==> config.mk <==
export PLATFORM = sky130hd
export DESIGN_NAME = stack_with_middle_delete_flat
export DESIGN_NICKNAME = d
export VERILOG_FILES = /design/src/design/swmd_pkg.sv /design/src/design/swmd_if.sv /design/src/design/swmd_cell.sv /design/src/design/stack_with_middle_delete.sv /design/src/flat_wrapper.sv
export SDC_FILE = /design/constraint.sdc
export NUM_CORES = 1
export LEC_CHECK = 0
export ABC_AREA = 1
export BUFFER_PORTS_ARGS = -buffer_cell sky130_fd_sc_hd__buf_2
export CORE_UTILIZATION = 60
export CTS_CLUSTER_DIAMETER = 80
export DETAILED_ROUTE_END_ITERATION = 12
export GPL_ROUTABILITY_DRIVEN = 0
export PLACE_DENSITY = 0.78
export REMOVE_ABC_BUFFERS = 1
export SYNTH_ARGS = -nofsm -noshare
export SYNTH_HDL_FRONTEND = slang
export SYNTH_SLANG_ARGS = --single-unit
==> constraint.sdc <==
create_clock -name i_clk -period 14.05 [get_ports i_clk]
set_input_delay 1.405 -clock i_clk [delete_from_list [all_inputs] [get_ports i_clk]]
set_output_delay 1.405 -clock i_clk [all_outputs]
set_load 0.05 [all_outputs]
==> src/design/swmd_pkg.sv <==
`timescale 1ns / 1ps

package swmd_pkg;

    // Fixed widths of the transaction fields.
    localparam int REQ_W   = 2;
    localparam int WORD_W  = 32;
    localparam int STAT_W  = 2;
    localparam int COUNT_W = 5;

    typedef enum logic [REQ_W-1:0] {
        REQ_PUSH   = 2'd0,
        REQ_POP    = 2'd1,
        REQ_DELETE = 2'd2,
        REQ_READ   = 2'd3
    } t_req;

    typedef enum logic [STAT_W-1:0] {
        ST_DONE      = 2'd0,
        ST_UNDERFLOW = 2'd1,
        ST_OVERFLOW  = 2'd2
    } t_status;

    // What a storage cell does on the next clock edge.
    typedef enum logic [1:0] {
        CELL_HOLD,
        CELL_FROM_ABOVE,
        CELL_FROM_BELOW
    } t_cell_cmd;

    // How the whole row of cells moves for one request.
    typedef enum logic [1:0] {
        SH_NONE,
        SH_PUSH,
        SH_POP,
        SH_DELETE
    } t_shift;

endpackage

==> src/design/swmd_if.sv <==
`timescale 1ns / 1ps

interface swmd_req_if;
    logic                              valid;
    logic                              ready;
    logic [swmd_pkg::REQ_W-1:0]        req_type;
    logic signed [swmd_pkg::WORD_W-1:0] push_value;

    modport source (output valid, output req_type, output push_value, input ready);
    modport sink   (input valid, input req_type, input push_value, output ready);
endinterface

interface swmd_rsp_if;
    logic                               valid;
    logic                               ready;
    logic [swmd_pkg::STAT_W-1:0]        status;
    logic [swmd_pkg::COUNT_W-1:0]       entry_count;
    logic signed [swmd_pkg::WORD_W-1:0] top_value;
    logic signed [swmd_pkg::WORD_W-1:0] middle_value;

    modport source (
        output valid, output status, output entry_count,
        output top_value, output middle_value, input ready
    );
    modport sink (
        input valid, input status, input entry_count,
        input top_value, input middle_value, output ready
    );
endinterface

==> src/design/swmd_cell.sv <==
`timescale 1ns / 1ps

// One stack entry. It keeps its word, or takes the word of the cell above or below.
module swmd_cell #(
    parameter int DATA_WIDTH = 32
) (
    input  logic                   i_clk,
    input  swmd_pkg::t_cell_cmd    i_cmd,
    input  logic [DATA_WIDTH-1:0]  i_above,
    input  logic [DATA_WIDTH-1:0]  i_below,
    output logic [DATA_WIDTH-1:0]  o_data
);

    logic [DATA_WIDTH-1:0] r_data;
    logic [DATA_WIDTH-1:0] n_data;

    always_comb begin
        unique case (i_cmd)
            swmd_pkg::CELL_FROM_ABOVE: n_data = i_above;
            swmd_pkg::CELL_FROM_BELOW: n_data = i_below;
            default:                   n_data = r_data;
        endcase
    end

    always_ff @(posedge i_clk) begin
        r_data <= n_data;
    end

    assign o_data = r_data;

endmodule

==> src/design/stack_with_middle_delete.sv <==
`timescale 1ns / 1ps

// Bounded LIFO stack of signed words that can also read and delete its middle
// entry, the one at position floor(count/2) counted from the top (the top is
// position 0). Each request transaction is a push, a pop, a middle delete or a
// plain read, and each one yields exactly one response transaction carrying a
// status (done, underflow on an empty stack, overflow on a push onto a full
// stack), the entry count after the request and the new top and middle words,
// both zero when the stack is empty. The entries live in a row of DEPTH
// identical cells ordered from the top: a push moves every cell one place
// down, a pop moves every cell one place up, and a middle delete moves up only
// the cells from the middle position downwards, all at the same clock edge.
// The block therefore sustains one request per clock cycle as long as the
// responses are taken as they appear. A taken request first enters the
// internal result stage, and its response moves on into the output register
// once that register is free or is being emptied. A held response stalls new
// requests only once the internal result stage is also occupied. Stored
// words are DATA_WIDTH bits wide; pushed words are sign-extended or truncated
// to that width and read back sign-extended to 32 bits. No clearing pass is
// needed after reset, as only live entries are read.
module stack_with_middle_delete #(
    parameter int DEPTH      = 16,
    parameter int DATA_WIDTH = 32
) (
    input  logic           i_clk,
    input  logic           i_rst_n,
    swmd_req_if.sink       i_req,
    swmd_rsp_if.source     o_rsp
);

    localparam int CNT_W = $clog2(DEPTH + 1);
    localparam logic [CNT_W-1:0] FULL_COUNT = CNT_W'(DEPTH);

    // Request decode.
    swmd_pkg::t_req    req;
    logic              accept;
    logic              empty;
    logic              full;
    swmd_pkg::t_status n_status;
    swmd_pkg::t_shift  shift;
    logic [CNT_W-1:0]  n_count;
    logic [CNT_W-1:0]  mid_pos;

    // Stack state.
    logic [CNT_W-1:0]  r_count;

    // Result stage: the request has been applied and its response is still to
    // be captured from the updated cells.
    logic              r_pend;
    swmd_pkg::t_status r_pend_status;
    logic              move;

    // Output register.
    logic                                r_out_valid;
    logic [swmd_pkg::STAT_W-1:0]         r_status;
    logic [swmd_pkg::COUNT_W-1:0]        r_entry_count;
    logic signed [swmd_pkg::WORD_W-1:0]  r_top;
    logic signed [swmd_pkg::WORD_W-1:0]  r_mid;

    logic [DATA_WIDTH-1:0] push_word;
    logic [DATA_WIDTH-1:0] cell_data [DEPTH];
    logic [DEPTH-1:0]      mid_sel;
    logic [DATA_WIDTH-1:0] top_word;
    logic [DATA_WIDTH-1:0] mid_word;

    assign req       = swmd_pkg::t_req'(i_req.req_type);
    assign accept    = i_req.valid && i_req.ready;
    assign empty     = (r_count == '0);
    assign full      = (r_count == FULL_COUNT);
    assign mid_pos   = r_count >> 1;
    assign push_word = DATA_WIDTH'(i_req.push_value);

    // The response moves to the output register when that register is free
    // or is being emptied, and a new request may enter whenever the result
    // stage is free or is being emptied.
    assign move        = r_pend && (!r_out_valid || o_rsp.ready);
    assign i_req.ready = !r_pend || move;

    // Work out the status and how the cell row shifts for this request.
    always_comb begin
        n_status = swmd_pkg::ST_DONE;
        shift    = swmd_pkg::SH_NONE;
        n_count  = r_count;
        priority if (req == swmd_pkg::REQ_PUSH) begin
            if (full) begin
                n_status = swmd_pkg::ST_OVERFLOW;
            end else begin
                shift   = swmd_pkg::SH_PUSH;
                n_count = r_count + CNT_W'(1);
            end
        end else if (empty) begin
            n_status = swmd_pkg::ST_UNDERFLOW;
        end else if (req == swmd_pkg::REQ_POP) begin
            shift   = swmd_pkg::SH_POP;
            n_count = r_count - CNT_W'(1);
        end else if (req == swmd_pkg::REQ_DELETE) begin
            shift   = swmd_pkg::SH_DELETE;
            n_count = r_count - CNT_W'(1);
        end else begin
            shift = swmd_pkg::SH_NONE;
        end
    end

    // The row of cells, top of stack in cell 0. Each cell chooses its own
    // move: on a middle delete only the cells at or below the middle position
    // take the word of their lower neighbour, which closes the gap.
    for (genvar k = 0; k < DEPTH; k++) begin : g_cell
        swmd_pkg::t_cell_cmd   cmd;
        logic [DATA_WIDTH-1:0] above;
        logic [DATA_WIDTH-1:0] below;

        always_comb begin
            cmd = swmd_pkg::CELL_HOLD;
            if (accept) begin
                unique case (shift)
                    swmd_pkg::SH_PUSH:   cmd = swmd_pkg::CELL_FROM_ABOVE;
                    swmd_pkg::SH_POP:    cmd = swmd_pkg::CELL_FROM_BELOW;
                    swmd_pkg::SH_DELETE: cmd = (CNT_W'(k) >= mid_pos) ?
                                               swmd_pkg::CELL_FROM_BELOW :
                                               swmd_pkg::CELL_HOLD;
                    default:             cmd = swmd_pkg::CELL_HOLD;
                endcase
            end
        end

        if (k == 0) begin : g_first
            assign above = push_word;
        end else begin : g_inner_above
            assign above = cell_data[k-1];
        end

        if (k == DEPTH - 1) begin : g_last
            assign below = cell_data[k];
        end else begin : g_inner_below
            assign below = cell_data[k+1];
        end

        // The middle of the current contents, as a one-hot mark over the row.
        assign mid_sel[k] = !empty && (CNT_W'(k) == mid_pos);

        swmd_cell #(
            .DATA_WIDTH (DATA_WIDTH)
        ) u_cell (
            .i_clk   (i_clk),
            .i_cmd   (cmd),
            .i_above (above),
            .i_below (below),
            .o_data  (cell_data[k])
        );
    end

    // Top and middle of the stack as it stands; zero when empty.
    always_comb begin
        top_word = empty ? '0 : cell_data[0];
        mid_word = '0;
        for (int k = 0; k < DEPTH; k++) begin
            mid_word = mid_word | (mid_sel[k] ? cell_data[k] : '0);
        end
    end

    // Control state.
    always_ff @(posedge i_clk) begin
        if (!i_rst_n) begin
            r_count     <= '0;
            r_pend      <= 1'b0;
            r_out_valid <= 1'b0;
        end else begin
            if (accept) begin
                r_count <= n_count;
            end
            if (accept) begin
                r_pend <= 1'b1;
            end else if (move) begin
                r_pend <= 1'b0;
            end
            if (move) begin
                r_out_valid <= 1'b1;
            end else if (o_rsp.ready) begin
                r_out_valid <= 1'b0;
            end
        end
    end

    // Payload registers. The cells and the count take the stack after a request
    // at the same edge as the result stage is loaded, and no later request
    // changes them before the output register samples them.
    always_ff @(posedge i_clk) begin
        if (accept) begin
            r_pend_status <= n_status;
        end
        if (move) begin
            r_status      <= r_pend_status;
            r_entry_count <= swmd_pkg::COUNT_W'(r_count);
            r_top         <= swmd_pkg::WORD_W'(signed'(top_word));
            r_mid         <= swmd_pkg::WORD_W'(signed'(mid_word));
        end
    end

    assign o_rsp.valid        = r_out_valid;
    assign o_rsp.status       = r_status;
    assign o_rsp.entry_count  = r_entry_count;
    assign o_rsp.top_value    = r_top;
    assign o_rsp.middle_value = r_mid;

endmodule

==> src/flat_wrapper.sv <==
// flat-port wrapper written by rule: the top's interface ports become plain ports
module stack_with_middle_delete_flat 
#(
    parameter int DEPTH      = 16,
    parameter int DATA_WIDTH = 32
)
  (i_clk, i_rst_n, i_req_valid, i_req_req_type, i_req_push_value, i_req_ready, o_rsp_valid, o_rsp_status, o_rsp_entry_count, o_rsp_top_value, o_rsp_middle_value, o_rsp_ready);
  swmd_req_if i_req_i ();
  swmd_rsp_if o_rsp_i ();
  input  logic i_clk;
  input  logic i_rst_n;
  input wire logic [$bits(i_req_i.valid)-1:0] i_req_valid;
  input wire logic [$bits(i_req_i.req_type)-1:0] i_req_req_type;
  input wire logic [$bits(i_req_i.push_value)-1:0] i_req_push_value;
  output wire logic [$bits(i_req_i.ready)-1:0] i_req_ready;
  output wire logic [$bits(o_rsp_i.valid)-1:0] o_rsp_valid;
  output wire logic [$bits(o_rsp_i.status)-1:0] o_rsp_status;
  output wire logic [$bits(o_rsp_i.entry_count)-1:0] o_rsp_entry_count;
  output wire logic [$bits(o_rsp_i.top_value)-1:0] o_rsp_top_value;
  output wire logic [$bits(o_rsp_i.middle_value)-1:0] o_rsp_middle_value;
  input wire logic [$bits(o_rsp_i.ready)-1:0] o_rsp_ready;
  assign i_req_i.valid = i_req_valid;
  assign i_req_i.req_type = i_req_req_type;
  assign i_req_i.push_value = i_req_push_value;
  assign i_req_ready = i_req_i.ready;
  assign o_rsp_valid = o_rsp_i.valid;
  assign o_rsp_status = o_rsp_i.status;
  assign o_rsp_entry_count = o_rsp_i.entry_count;
  assign o_rsp_top_value = o_rsp_i.top_value;
  assign o_rsp_middle_value = o_rsp_i.middle_value;
  assign o_rsp_i.ready = o_rsp_ready;
  stack_with_middle_delete #(.DEPTH(DEPTH), .DATA_WIDTH(DATA_WIDTH)) u_core (.i_clk(i_clk), .i_rst_n(i_rst_n), .i_req(i_req_i), .o_rsp(o_rsp_i));
endmodule
==> impl_metrics.ini <==
[drt]
ant_nets = 0
dr.pass1.iters = 6
routedWlPerCell_um = 19.9
drc_errors = 0
routed_wl_um = 72400
vias = 21334
viasPerCell = 5.85
drtIter0Drc = 2425

[yosys]
seq_area_frac_synth_pct = 63.2
synth_top_area_cell = edfxtp_1
syn-instance-count = 2945
synth_area_sq_mm = 0.0280
ys_types = 24
synth_warnings = 0
syn_area_per_cell_sq_um = 9.52
synth.top_cell.area_share_pct = 62.7
ys_ff_latch = 592
ys_top_cells_by_area = edfxtp_1, nand2_1, nor2_1, o21ai_0, inv_1

[sta]
whs_ns = 0.436
slew_viol_final = 0
fin_tns_setup_ns = 0
worst-slew-pin-transition_ns = 1.19
finClkSkew_ns = 0.0185
rsz0062_at_grt = false
finalSetupViolCount = 0
slew-limit-headroom_pct = 20.4
period_share_pct = 32.2
hold_violations = 0
fmax_mhz = 221
period_needed_ns = 4.52

[global_routing]
grt_usage_pct = 30.9
first_global_vias = 21279
gr-total-overflow = 0
antenna_found_initial = 0
grt_pass1_wl_um = 113000
grt_max_degree = 72

[critical_path]
required_ns = 14.34
cp-end-kind = flip-flop
crit_type = reg2reg
worstPathArrival_ns = 4.82
critPathMaxFanout = 34
startpoint_type = flip-flop

[clocking]
tritoncts = done
clockRootBuffer = clkbuf_16
cts_buffer_depth = 3
postCtsSetupBuffers = 0
cts_hold_buf = 0
htree_num_levels = 2
ctsResizeCount = 0
clock_latency_ns = 0.63
cts_sinks = 592
cts_buffers = 60
clkSlewWorstSetupHoldPaths_ns = 0.06

[hold_path]
hp-class = reg2reg

[layout]
area_growth_pct = 10.5
drive_gt1_share_pct = 9.92
diodes = 0
final_nets = 3055

[power]
p_per_area_mw_per_mm2 = 188
p_sw_uw = 1950
p_sw_share_pct = 33.6
power_frac_seq_pct = 48.6
ir_drop_v = 0.000127
clock_power_share_pct = 26.8
power_leakage_uw = 0.0123
share_comb_of_total_power_pct = 24.5
internal-power_uw = 3850

[floorplan]
die_h_um = 218
io_pins = 111
initial_core_util_pct = 61.3
dieArea_sq_mm = 0.0476
die_w_um = 218
core_sq_mm = 0.0458
fp-row-count = 78

[run_status]
outcome = finished clean

[run]
cap_viol_max_count = 0

[place]
port-buffer-count = 110
dp_hpwl_um = 41900
==> layout make-up <==
| type | count | area (sq um) |
|---|---|---|
| Timing Repair Buffer | 150 | 851 |
| Clock inverter | 29 | 238 |
| Multi-Input combinational cell | 1857 | 8520 |
| Clock buffer | 83 | 1660 |
| Inverter | 334 | 1250 |
| Fill cell | 3481 | 14800 |
| Tap cell | 600 | 751 |
| Sequential cell | 592 | 17700 |
==> cell usage after synthesis, drive strengths merged <==
cell type,count
a21oi,200
a31oi,1
buf,45
clkbuf,117
dfxtp,7
edfxtp,585
fa,1
ha,21
inv,334
mux2,33
nand2,724
nand3,74
nand4,65
nor2,412
o21ai,290
o22ai,32
or2,1
xor2,3
==> power groups by stage <==
stage | Clock (uW) | Combinational (uW) | Sequential, uW
after global placement | 0 | 1340 | 2830
after global routing | 1630 | 1560 | 2870
after CTS | 1570 | 1410 | 2820
final | 1560 | 1430 | 2820
after detailed placement | 0 | 1400 | 2850
after floorplan | 0 | 824 | 2890
==> sequential cells by signal, summed over array words and instances, names as in the netlist <==
register / count
u_core.o_rsp.entry_count: 5
u_core.o_rsp.top_value: 32
u_core.r_count: 5
u_core.o_rsp.valid: 1
u_core.r_pend_status: 2
u_core.r_pend: 1
u_core.o_rsp.middle_value: 32
u_core.o_rsp.status: 2
u_core.g_cell.u_cell.o_data: 512
==> worst paths after layout <==
check / startpoint / endpoint / slack (ns) / cells after the start
setup / recovery: u_core.r_count[4]$_SDFFE_PN0P_ / u_core.g_cell[10].u_cell.o_data[12]$_DFFE_PP_ / 9.53 / 9
hold / removal: u_core.r_pend_status[0]$_SDFFCE_PP0P_ / u_core.o_rsp.status[0]$_DFFE_PP_ / 0.44 / 0
setup reg to reg: u_core.r_count[4]$_SDFFE_PN0P_ / u_core.g_cell[10].u_cell.o_data[12]$_DFFE_PP_ / 9.53 / 9
hold reg to reg: u_core.r_pend_status[0]$_SDFFCE_PP0P_ / u_core.o_rsp.status[0]$_DFFE_PP_ / 0.44 / 0
==> placed cells by master (no fill, tap or decap), types with 8 or more instances in the layout <==
| cell | instances |
|---|---|
| nand3_1 | 72 |
| clkinv_1 | 16 |
| a21oi_1 | 199 |
| ha_2 | 13 |
| o21ai_0 | 283 |
| nand2_1 | 722 |
| clkbuf_1 | 18 |
| clkinv_2 | 8 |
| edfxtp_1 | 585 |
| clkbuf_16 | 62 |
| buf_2 | 110 |
| o22ai_1 | 32 |
| inv_1 | 326 |
| mux2_2 | 33 |
| buf_4 | 40 |
| nand4_1 | 65 |
| nor2_2 | 8 |
| nor2_1 | 399 |
==> metal layers <==
metal / routed length (um) / global-route usage (%) / part of all wire [%] / up-vias
met4: 2540 / 12.2 / 3.5 / 0
met2: 35300 / 52.6 / 49 / 1091
met5: 0 / 0 / 0 / -
met1: 28600 / 40.1 / 39 / 10126
met3: 6000 / 4.29 / 8.3 / 184
li1: - / - / - / 9933
==> cell families (layout without fill, tap and decap cells) <==
kind of cell,after synthesis,after routing,share of synthesized area [%]
adder cells (fa/ha/maj),22,22,1.01
flip-flops,592,592,63.2
AO/OA/AOI/OAI,523,523,9.48
XOR/XNOR,3,3,0.0937
AND/OR/NAND/NOR,1276,1276,18.1
buffers and inverters,496,596,6.80
multiplexers,33,33,1.33
==> through the flow <==
step	util (%)	std cells	setup WS [ns]	area [sq um]	power [uW]
floorplan	-	2783	8.64	27400	3720
global placement	63.5	3533	9.19	29100	4180
detailed placement	63.5	3533	9.05	29100	4250
CTS	67.7	3645	9.58	31000	5800
global route	67.7	3645	9.31	31000	6060
finish	67.7	3645	9.53	31000	5810
==> worst max-delay path, cell delays in order (launching register included) <==
cell and delay [ns]:
dfxtp_1 0.60, nand2_1 0.20, nor2_4 0.87, nand2_2 0.19, nand2_1 0.18, nor2_4 0.07
nand3_1 0.53, ha_2 0.43, inv_1 0.69, buf_4 0.43
No activity file was read; power rests on OpenSTA's default activity.
